===== config.mk =====
export PLATFORM = sky130hd
export DESIGN_NAME = hall_joystick_scroll_qualifier_top
export DESIGN_NICKNAME = d
export VERILOG_FILES = /design/src/rtl/hjsq_pkg.sv /design/src/rtl/hjsq_cfg.sv /design/src/rtl/hjsq_core.sv /design/src/rtl/hall_joystick_scroll_qualifier_top.sv
export SDC_FILE = /design/constraint.sdc
export NUM_CORES = 1
export LEC_CHECK = 0
export ABC_AREA = 1
export BUFFER_PORTS_ARGS = -buffer_cell sky130_fd_sc_hd__buf_2
export CORE_UTILIZATION = 35
export DETAILED_ROUTE_END_ITERATION = 7
export GPL_TIMING_DRIVEN = 0
export MAX_ROUTING_LAYER = met4
export PLACE_DENSITY_LB_ADDON = 0.15
export SLEW_MARGIN = 25
export SYNTH_ARGS = -nofsm -noshare
export SYNTH_HDL_FRONTEND = slang
export SYNTH_SLANG_ARGS = --single-unit

===== constraint.sdc =====
create_clock -name clk_i -period 8.55 [get_ports clk_i]
set_input_delay 0.855 -clock clk_i [delete_from_list [all_inputs] [get_ports clk_i]]
set_output_delay 0.855 -clock clk_i [all_outputs]
set_load 0.005 [all_outputs]

===== src/rtl/hjsq_pkg.sv =====
// ----------------------------------------------------------------------------
// hjsq_pkg
// shared types, codes and reset values of the hall joystick scroll qualifier
// ----------------------------------------------------------------------------
package hjsq_pkg;

  localparam int unsigned SampleBitsDefault = 10;
  localparam int unsigned TimerBitsDefault  = 16;

  localparam int unsigned CfgIdxBits  = 3;
  localparam int unsigned CfgDataBits = 10;
  localparam int unsigned HitBits     = 8;

  localparam int unsigned RestResetVal = 888;
  localparam logic [HitBits-1:0] HitMax = 8'd255;

  typedef enum logic [1:0] {
    KIND_TICK   = 2'd0,
    KIND_POLL   = 2'd1,
    KIND_BUTTON = 2'd2,
    KIND_CAL    = 2'd3
  } kind_e;

  typedef enum logic [1:0] {
    EV_NONE = 2'd0,
    EV_UP   = 2'd1,
    EV_DOWN = 2'd2
  } event_e;

  typedef enum logic [CfgIdxBits-1:0] {
    REG_SLOW_INTERVAL  = 3'd0,
    REG_FAST_INTERVAL  = 3'd1,
    REG_BUTTON_HOLDOFF = 3'd2,
    REG_RAMP_HITS      = 3'd3,
    REG_UP_OFFSET      = 3'd4,
    REG_DOWN_OFFSET    = 3'd5
  } reg_idx_e;

  typedef struct packed {
    logic [9:0]         slow_interval;
    logic [9:0]         fast_interval;
    logic [9:0]         button_holdoff;
    logic [HitBits-1:0] ramp_hits;
    logic [9:0]         up_offset;
    logic [9:0]         down_offset;
  } cfg_t;

  localparam cfg_t CfgReset = '{
    slow_interval:  10'd25,
    fast_interval:  10'd10,
    button_holdoff: 10'd100,
    ramp_hits:      8'd40,
    up_offset:      10'd15,
    down_offset:    10'd23
  };

endpackage


===== src/rtl/hjsq_cfg.sv =====
// ----------------------------------------------------------------------------
// hjsq_cfg
// configuration register file, written through the cfg channel
// ----------------------------------------------------------------------------
module hjsq_cfg (
  input  logic                             clk_i,
  input  logic                             rst_ni,
  input  logic                             cfg_valid_i,
  input  logic [hjsq_pkg::CfgIdxBits-1:0]  cfg_index_i,
  input  logic [hjsq_pkg::CfgDataBits-1:0] cfg_data_i,
  output hjsq_pkg::cfg_t                   cfg_o
);

  hjsq_pkg::cfg_t cfg_q, cfg_d;

  always_comb begin
    cfg_d = cfg_q;
    if (cfg_valid_i) begin
      case (hjsq_pkg::reg_idx_e'(cfg_index_i))
        hjsq_pkg::REG_SLOW_INTERVAL:  cfg_d.slow_interval  = cfg_data_i;
        hjsq_pkg::REG_FAST_INTERVAL:  cfg_d.fast_interval  = cfg_data_i;
        hjsq_pkg::REG_BUTTON_HOLDOFF: cfg_d.button_holdoff = cfg_data_i;
        hjsq_pkg::REG_RAMP_HITS:      cfg_d.ramp_hits = cfg_data_i[hjsq_pkg::HitBits-1:0];
        hjsq_pkg::REG_UP_OFFSET:      cfg_d.up_offset      = cfg_data_i;
        hjsq_pkg::REG_DOWN_OFFSET:    cfg_d.down_offset    = cfg_data_i;
        default: ;
      endcase
    end
  end

  always_ff @(posedge clk_i or negedge rst_ni) begin
    if (!rst_ni) begin
      cfg_q <= hjsq_pkg::CfgReset;
    end else begin
      cfg_q <= cfg_d;
    end
  end

  assign cfg_o = cfg_q;

endmodule


===== src/rtl/hjsq_core.sv =====
// ----------------------------------------------------------------------------
// hjsq_core
// qualifier state and per-item decision logic, one item per cycle while acc_i accepts one
// ----------------------------------------------------------------------------
module hjsq_core #(
  parameter int unsigned SampleBits = hjsq_pkg::SampleBitsDefault,
  parameter int unsigned TimerBits  = hjsq_pkg::TimerBitsDefault
) (
  input  logic                  clk_i,
  input  logic                  rst_ni,
  input  hjsq_pkg::cfg_t        cfg_i,
  input  logic                  acc_i,
  input  hjsq_pkg::kind_e       kind_i,
  input  logic [SampleBits-1:0] sample_up_i,
  input  logic [SampleBits-1:0] sample_down_i,
  input  logic                  button_pressed_i,
  output hjsq_pkg::event_e      event_o,
  output logic                  fast_mode_o
);

  localparam int unsigned TimeCmpW = (TimerBits > 10) ? TimerBits : 10;
  localparam int unsigned ThrW     = (SampleBits > 10) ? SampleBits : 10;
  localparam logic [SampleBits-1:0] RestRst =
    (hjsq_pkg::RestResetVal > (2 ** SampleBits) - 1) ? {SampleBits{1'b1}}
                                                      : SampleBits'(hjsq_pkg::RestResetVal);

  logic [TimerBits-1:0]        ms_q, ms_d;
  logic [TimerBits-1:0]        last_scroll_q, last_scroll_d;
  logic [TimerBits-1:0]        last_button_q, last_button_d;
  logic                        held_q, held_d;
  logic [hjsq_pkg::HitBits-1:0] hit_q, hit_d, hit_inc;
  logic [SampleBits-1:0]       rest_up_q, rest_up_d;
  logic [SampleBits-1:0]       rest_down_q, rest_down_d;

  logic [TimerBits-1:0] el_button, el_scroll;
  logic [9:0]           interval;
  logic                 qualified;
  logic [ThrW-1:0]      rest_up_w, rest_down_w, off_up_w, off_down_w;
  logic [ThrW-1:0]      thr_up, thr_down;
  logic                 hit_up, hit_down;
  hjsq_pkg::event_e     event_d;

  assign el_button = ms_q - last_button_q;
  assign el_scroll = ms_q - last_scroll_q;
  assign interval  = (hit_q > cfg_i.ramp_hits) ? cfg_i.fast_interval : cfg_i.slow_interval;
  assign qualified = !held_q &&
                     (TimeCmpW'(el_button) >= TimeCmpW'(cfg_i.button_holdoff)) &&
                     (TimeCmpW'(el_scroll) >= TimeCmpW'(interval));

  assign rest_up_w   = ThrW'(rest_up_q);
  assign rest_down_w = ThrW'(rest_down_q);
  assign off_up_w    = ThrW'(cfg_i.up_offset);
  assign off_down_w  = ThrW'(cfg_i.down_offset);
  assign thr_up      = (off_up_w >= rest_up_w) ? '0 : rest_up_w - off_up_w;
  assign thr_down    = (off_down_w >= rest_down_w) ? '0 : rest_down_w - off_down_w;
  assign hit_up      = ThrW'(sample_up_i) < thr_up;
  assign hit_down    = ThrW'(sample_down_i) < thr_down;
  assign hit_inc     = (hit_q < hjsq_pkg::HitMax) ? hit_q + 1'b1 : hit_q;

  always_comb begin
    ms_d          = ms_q;
    last_scroll_d = last_scroll_q;
    last_button_d = last_button_q;
    held_d        = held_q;
    hit_d         = hit_q;
    rest_up_d     = rest_up_q;
    rest_down_d   = rest_down_q;
    event_d       = hjsq_pkg::EV_NONE;
    if (acc_i) begin
      case (kind_i)
        hjsq_pkg::KIND_TICK: begin
          ms_d = ms_q + 1'b1;
        end
        hjsq_pkg::KIND_BUTTON: begin
          last_button_d = ms_q;
          held_d        = button_pressed_i;
        end
        hjsq_pkg::KIND_CAL: begin
          if (sample_up_i < rest_up_q) rest_up_d = sample_up_i;
          if (sample_down_i < rest_down_q) rest_down_d = sample_down_i;
        end
        hjsq_pkg::KIND_POLL: begin
          if (qualified) begin
            last_scroll_d = ms_q;
            if (hit_up) begin
              event_d = hjsq_pkg::EV_UP;
              hit_d   = hit_inc;
            end else if (hit_down) begin
              event_d = hjsq_pkg::EV_DOWN;
              hit_d   = hit_inc;
            end else begin
              hit_d = '0;
            end
          end
        end
        default: ;
      endcase
    end
  end

  always_ff @(posedge clk_i or negedge rst_ni) begin
    if (!rst_ni) begin
      ms_q          <= '0;
      last_scroll_q <= '0;
      last_button_q <= '0;
      held_q        <= 1'b0;
      hit_q         <= '0;
      rest_up_q     <= RestRst;
      rest_down_q   <= RestRst;
    end else begin
      ms_q          <= ms_d;
      last_scroll_q <= last_scroll_d;
      last_button_q <= last_button_d;
      held_q        <= held_d;
      hit_q         <= hit_d;
      rest_up_q     <= rest_up_d;
      rest_down_q   <= rest_down_d;
    end
  end

  assign event_o     = event_d;
  assign fast_mode_o = hit_d > cfg_i.ramp_hits;

  a_event_only_on_poll: assert property (@(posedge clk_i) disable iff (!rst_ni)
    (event_d != hjsq_pkg::EV_NONE) |-> (acc_i && kind_i == hjsq_pkg::KIND_POLL))
    else $error("scroll event on a non-poll item");

  a_event_counts_hit: assert property (@(posedge clk_i) disable iff (!rst_ni)
    (event_d != hjsq_pkg::EV_NONE) |=> (hit_q != '0 && last_scroll_q == $past(ms_q)))
    else $error("scroll event did not update hit count or scroll time");

  a_tick_advances: assert property (@(posedge clk_i) disable iff (!rst_ni)
    (acc_i && kind_i == hjsq_pkg::KIND_TICK) |=> (ms_q == $past(ms_q) + 1'b1))
    else $error("tick did not advance timer");

  a_held_blocks: assert property (@(posedge clk_i) disable iff (!rst_ni)
    held_q |-> (event_d == hjsq_pkg::EV_NONE))
    else $error("scroll event while button held");

endmodule


===== src/rtl/hall_joystick_scroll_qualifier_top.sv =====
// ----------------------------------------------------------------------------
// hall_joystick_scroll_qualifier_top
// turns hall sensor items into rate-limited scroll up/down events
// ----------------------------------------------------------------------------
// Every input item (tick, poll, button change, calibration sample) yields
// exactly one result item in the cycle after it is accepted. One item is taken
// per clock: the state update and the decision are a single combinational
// pass into the output register, and a new item is accepted whenever that
// register is empty or being drained in the same cycle. Configuration writes
// are always accepted and should be issued only while no items are in flight.
module hall_joystick_scroll_qualifier_top #(
  parameter int unsigned SampleBits = hjsq_pkg::SampleBitsDefault,
  parameter int unsigned TimerBits  = hjsq_pkg::TimerBitsDefault,
  localparam int unsigned InDataW   = ((2 * SampleBits + 1 + 7) / 8) * 8
) (
  input  logic                             clk_i,
  input  logic                             rst_ni,
  // config write channel
  input  logic                             cfg_valid_i,
  output logic                             cfg_ready_o,
  input  logic [hjsq_pkg::CfgIdxBits-1:0]  cfg_index_i,
  input  logic [hjsq_pkg::CfgDataBits-1:0] cfg_data_i,
  // input items
  input  logic                             s_axis_tvalid,
  output logic                             s_axis_tready,
  input  logic [InDataW-1:0]               s_axis_tdata,  // sample_up, sample_down, button_pressed
  input  logic [1:0]                       s_axis_tuser,  // kind
  // result items
  output logic                             m_axis_tvalid,
  input  logic                             m_axis_tready,
  output logic [7:0]                       m_axis_tdata   // scroll_event, fast_mode
);

  hjsq_pkg::cfg_t   cfg;
  hjsq_pkg::event_e ev_d;
  logic             fast_d;
  logic             acc;
  logic             out_valid_q, out_valid_d;
  hjsq_pkg::event_e ev_q;
  logic             fast_q;

  assign cfg_ready_o   = 1'b1;
  assign s_axis_tready = !out_valid_q || m_axis_tready;
  assign acc           = s_axis_tvalid && s_axis_tready;

  hjsq_cfg u_cfg (
    .clk_i       (clk_i),
    .rst_ni      (rst_ni),
    .cfg_valid_i (cfg_valid_i),
    .cfg_index_i (cfg_index_i),
    .cfg_data_i  (cfg_data_i),
    .cfg_o       (cfg)
  );

  hjsq_core #(
    .SampleBits (SampleBits),
    .TimerBits  (TimerBits)
  ) u_core (
    .clk_i            (clk_i),
    .rst_ni           (rst_ni),
    .cfg_i            (cfg),
    .acc_i            (acc),
    .kind_i           (hjsq_pkg::kind_e'(s_axis_tuser)),
    .sample_up_i      (s_axis_tdata[SampleBits-1:0]),
    .sample_down_i    (s_axis_tdata[2*SampleBits-1:SampleBits]),
    .button_pressed_i (s_axis_tdata[2*SampleBits]),
    .event_o          (ev_d),
    .fast_mode_o      (fast_d)
  );

  assign out_valid_d = acc || (out_valid_q && !m_axis_tready);

  always_ff @(posedge clk_i or negedge rst_ni) begin
    if (!rst_ni) begin
      out_valid_q <= 1'b0;
    end else begin
      out_valid_q <= out_valid_d;
    end
  end

  always_ff @(posedge clk_i) begin
    if (acc) begin
      ev_q   <= ev_d;
      fast_q <= fast_d;
    end
  end

  assign m_axis_tvalid = out_valid_q;
  assign m_axis_tdata  = {5'd0, fast_q, ev_q};

endmodule

; After elaboration in Yosys (flattened, before gate mapping)
; Cells that the tools add are included.
[op_classes]
addsub = 6
order_cmp = 11
n_eq_ne = 8
mux = 11
n_bitwise = 2
n_reduce_logical = 24
[ops]
columns = operator, count
row1 = $mux 8, 6
row2 = $lt 10x10->1, 4
row3 = $ge 16x10->1, 2
row4 = $sub 16x16->16, 2
row5 = $mux 10, 3
row6 = $ge 10x10->1, 2
row7 = $sub 10x10->10, 2
row8 = $reduce_and 2->1, 9
row9 = $add 16x1->16 const B, 1
row10 = $gt 8x8->1, 2
row11 = $reduce_and 3->1, 3
row12 = $add 8x1->8 const B, 1
row13 = $lt 8x8->1 const B, 1
row14 = $eq 3x2->1 const B, 2
row15 = $eq 3x3->1 const B, 2
row16 = $eq 2x2->1 const B, 2
row17 = $logic_and 1x1->1, 4
row18 = $eq 3x1->1 const B, 1
row19 = $logic_not 1->1, 3
row20 = $logic_not 3->1, 1
row21 = $reduce_or 3->1, 1
row22 = $eq 2x1->1 const B, 1
row23 = $logic_not 2->1, 1
row24 = $logic_or 1x1->1, 2
row25 = 3 further kinds, 4
[word_totals]
reg_bits = 139
input_bits = 44
out_inout_bits = 11
elab_cells = 79

; Depth between registers and ports, before layout
[depth]
ltp_word = 9
ltp_mapped = 35
mapped_depth_nobuf = 33

; Modules after synthesis
; From an unflattened synthesis, not the netlist that was laid out.
[unflattened]
cells_unflattened = 1401
area_unflattened_um2 = 10483.8
[by_module_without_submodules]
columns = module, instances, cells_per_inst, area_each_um2, seq_area_each_um2
row1 = hjsq_core, 1, 1121, 7958.9, 1941.9
row2 = hjsq_cfg, 1, 262, 2329.7, 1473.9
row3 = hall_joystick_scroll_qualifier_top, 1, 18, 195.2, 115.1

; Least setup slack after synthesis
; No wires, ideal clock.
[synth_timing]
path_type = reg-to-reg
startpoint = register u_cfg.cfg_q, in the netlist u_cfg.cfg_o[23]
endpoint = register fast_q, data pin
setup_ns = 0.261
t_arrival_ns = 3.972
required_time_ns = 8.289
setup_slack_ns = 4.317
path_stages_with_launch = 32
synth_period_minus_slack_ns = 4.233
path_cell_list = dfstp_2 -> inv_1 -> ha_1 -> a21oi_1 -> o21ai_0 -> nand2_1 -> o211ai_1 -> o21ai_0 -> buf_2 -> mux2_2 -> ha_1 -> inv_1 -> nand2_1 -> nand2_1 -> nand2_1 -> nand2_1 -> nand2_1 -> nand2_1 -> nand2_1 -> nand2_1 -> nand2_1 -> nand2_1 -> nand2_1 -> nand2_1 -> nand3_4 -> nand4_4 -> buf_6 -> nand2_1 -> nand2_1 -> ha_1 -> nand4_1 -> o32a_1
[synth_via]
elab_chain_len = 8
[synth_rtl]
columns = item, line_no
row1 = "start, declared", hjsq_cfg.sv:14  ; hjsq_pkg::cfg_t cfg_q, cfg_d;
row2 = "start signal, assigned", hjsq_cfg.sv:33  ; cfg_q <= hjsq_pkg::CfgReset;
row3 = "start signal, assigned", hjsq_cfg.sv:35  ; cfg_q <= cfg_d;
row4 = $gt 8x8->1, hjsq_core.sv:45  ; assign interval = (hit_q > cfg_i.ramp_hits) ? cfg_i.fast_interval : cfg_i.slow_interval;
row5 = $mux 10, hjsq_core.sv:45
row6 = $ge 16x10->1, hjsq_core.sv:48  ; (TimeCmpW'(el_scroll) >= TimeCmpW'(interval));
row7 = $logic_and 1x1->1, hjsq_core.sv:47  ; (TimeCmpW'(el_button) >= TimeCmpW'(cfg_i.button_holdoff)) &&
row8 = $mux 8, hjsq_core.sv:83  ; if (qualified) begin
row9 = $mux 8, hjsq_core.sv:70  ; case (kind_i)
row10 = $mux 8, hjsq_core.sv:69  ; if (acc_i) begin
row11 = via u_core.hit_d (one bit), hjsq_core.sv:31  ; logic [hjsq_pkg::HitBits-1:0] hit_q, hit_d, hit_inc;
row12 = $gt 8x8->1, hjsq_core.sv:122  ; assign fast_mode_o = hit_d > cfg_i.ramp_hits;
row13 = via fast_d, hall_joystick_scroll_qualifier_top.sv:36  ; logic fast_d;
row14 = "end signal, assigned", hall_joystick_scroll_qualifier_top.sv:84  ; fast_q <= fast_d;
row15 = "end, declared", hall_joystick_scroll_qualifier_top.sv:40  ; logic fast_q;
; The timed path passes the listed nets, and every way through them passes these cells.
; A chain may end at the register's enable or synchronous reset.

; Final worst setup path
; Same ends and word-level chain as after synthesis.

==> results.md <==
- # diodes: 0
- Register area share after synthesis: between 30% and 40%
- Synth Area per Inst: 7.49 um^2
- Worst skew pair latency: 0.44 ns
- Initial antenna violation count: 1
- Total power: 3.96 mW
- FF-to-FF Start: u_cfg.cfg_o[23]
- Setup violators final: 0
- Area grow syn2layout: 12.9%
- Setup Skew: ~0.011 ns
- Ports: 55
- Clk root buf: clkbuf_16
- Cells after Synth: 1383
- Slowest stage delay, CP: 0.53 ns
- Routed Antenna Nets: 0
- Power per cell area: 339 mW/mm^2
- Most common cell on crit path: nand2_1
- Core area: roughly 0.029 mm^2
- Tightest Pin Transition: 0.897 ns
- Worst setup EP type: flop
- Via count: approximately 9000
- Setup TNS: 0 ns
- Yosys warns: 0
- Die footprint: 0.0303 mm^2
- Placed Area: 0.0111 mm^2
- First drt pass iteration count: 5
- Clock Power Share: 18.9%
- H-tree Lvls: 4
- Hold Vio Cnt, Final: 0
- Max Cap Violations: 0
- CTS tree: built
- Leading post-synthesis cells by cell area: dfrtp_1 26%, ha_1 15%, nand2_1 13%
- Worst hold path class: in2async
- Async SR Flop Fraction: 97.8%
- Cell Rows: 62
- Outcome: finished clean
- Synth Flop Type: dfrtp_1
- Max Slew Vio Count: 0
- Arr. time, crit path: a little over 5 ns
- Final wirelength: between 20000 and 30000 um
- Initial core utilization: 35.8%
- # port buffers: 45
- Leak Pwr: between 6 and 7 nW
- Area leader, netlist: dfrtp_1
- FF+latch count, synth: 139
- GPL Wtd Cong: 0.864
- Vert. Die Dim: 174 um
- DRC violations left: 0
- Critical path's slowest cell: dfstp_2
- Post-Syn Area: 0.0104 mm^2
- Period Utilization, post-route: 58.5%
- Vias in the first global route: 8609
- Post-layout min period: 5.00 ns
- Net Switching: 1.84 mW
- Share of cells above drive strength 1: 10.6%
- Hold_buf cts: 0
- Net total in the final layout: 1624
- Clk slew on worst S/H paths: 0.07 ns
- WL/cell: 13.8 um
- CP startpoint: u_cfg.cfg_o[23]
- Total global-route track usage: 18.3%
- Finished Cell Area: 0.0117 mm^2
- GRT overflow: 0
- Largest net degree at the start of global routing: 80
- Power share of the combinational group: 56.2%
- Detailed placement HPWL: 19900 um
- Crit Path Max Fanout: 10
- Clock Path Buffers: 2
- Vias per std cell: 4.76
- Switching portion of total power: 46.4%
- Post-cts resize count: 0
- Critical path class: reg2reg
- Critical path required time: 8.74 ns
- Inserted Clock Buffers: 17
- Max VDD drop: 0.000164 V
- Setup bufs post-CTS: 0
- Die span in x: 174 um
- Slew headroom: about 40%
- Fmax: 200 MHz
- Synth unique cells: 49
- CTS Sinks: approximately 140
- Internal power: 2.12 mW
- RSZ-0062 raised after global routing: no
- EDFF count, synth: 3
- CP Launch Type: flop
- Yosys top cell area share: about 26%
- Register share of total power: 24.9%
- First-pass GRT wire length: between 40000 and 50000 um
- Initial DRC count: 378
per-stage QoR:
step | worst slack (ns) | util, % | hold slack [ns] | cells
2_1_floorplan | 4.32 | - | 0.449 | 1387
3_5_place_dp | 3.50 | 38.4 | 0.470 | 1817
4_1_cts | 3.49 | 40.4 | 0.353 | 1849
3_3_place_gp | 3.51 | 38.3 | 0.466 | 1816
6_report | 3.55 | 40.4 | 0.348 | 1849
5_1_grt | 3.14 | 40.4 | 0.377 | 1849
logic make-up after synthesis:
kind of cell	share of synthesized area (%)
AOI/OAI and AO/OA	11.3
xor gates and xnor gates	3.04
adders and majority gates	15.7
buffers and inverters	9.56
DFF	34.1
muxes	1.07
other	0.0725
and+or+nand+nor	25.1
flip-flops by register name, indices dropped and copies added, names as in the netlist:
signal,flops
ev_q,2
fast_q,1
m_axis_tvalid,1
u_cfg.cfg_o,58
u_core.held_q,1
u_core.hit_q,8
u_core.last_button_q,16
u_core.last_scroll_q,16
u_core.ms_q,16
u_core.rest_down_q,10
u_core.rest_up_q,10
layout make-up:
class | instances | area, um^2
fillers | 3030 | 17200
flip-flops and latches | 139 | 3530
well taps | 384 | 480
clock inverters | 14 | 141
clock buffers | 18 | 439
plain buffers | 35 | 191
multi-input cells | 1000 | 5860
repair buffers | 46 | 263
inverters | 213 | 800
critical path: cells and delay by family, from the launching register on:
kind	cells	cell delay, ns
mux	1	0.38
simple gates	18	1.38
buf+inv	4	0.70
flops	1	0.53
compound gates	5	0.85
fa+ha+maj	3	0.89
final timing paths:
check / endpoint / slack, ns / cells past startpoint
max in group asynchronous: u_cfg.cfg_o[48] / 7.40 / 2
setup / recovery: fast_q / 3.55 / 31
setup reg to reg: fast_q / 3.55 / 31
min in group clk_i: u_core.last_scroll_q[13] / 0.48 / 2
hold / removal: u_core.ms_q[15] / 0.35 / 1
hold reg to reg: u_core.last_scroll_q[13] / 0.48 / 2
synthesized netlist by cell type (10+ instances only):
library cell and n:
ha_1 124, a21oi_1 95, nor3_1 10, dfstp_2 30, nand2_1 366, o21ai_0 95, inv_1 207, nand4_1 36
mux2i_1 10, nor2_1 96, clkbuf_1 21, nand3_1 55, dfrtp_1 106, xor2_1 31
per-layer routing:
layer | routed length [um] | global-route usage, %
met5 | 0 | -
met4 | 492 | 6.25
met3 | 644 | 2.36
met2 | 11400 | 28.7
met1 | 12900 | 24.4
layout by cell type, fill, tap and decap left out, types with 30 or more instances in the layout:
master	n
nor2_1	96
nand3_1	55
dfrtp_1	106
ha_1	124
nand4_1	36
buf_2	47
nand2_1	366
o21ai_0	95
xor2_1	31
inv_1	207
dfstp_2	30
a21oi_1	95
power groups by stage:
| stage | clock network [mW] | registers (mW) | logic (mW) |
|---|---|---|---|
| after global placement | 0 | 0.997 | 2.20 |
| final | 0.749 | 0.986 | 2.23 |
| after global routing | 0.795 | 1.01 | 2.64 |
| after floorplan | 0 | 0.954 | 1.76 |
| after detailed placement | 0 | 0.999 | 2.25 |
| after CTS | 0.774 | 0.990 | 2.26 |
(Power assumes the default switching activity.)
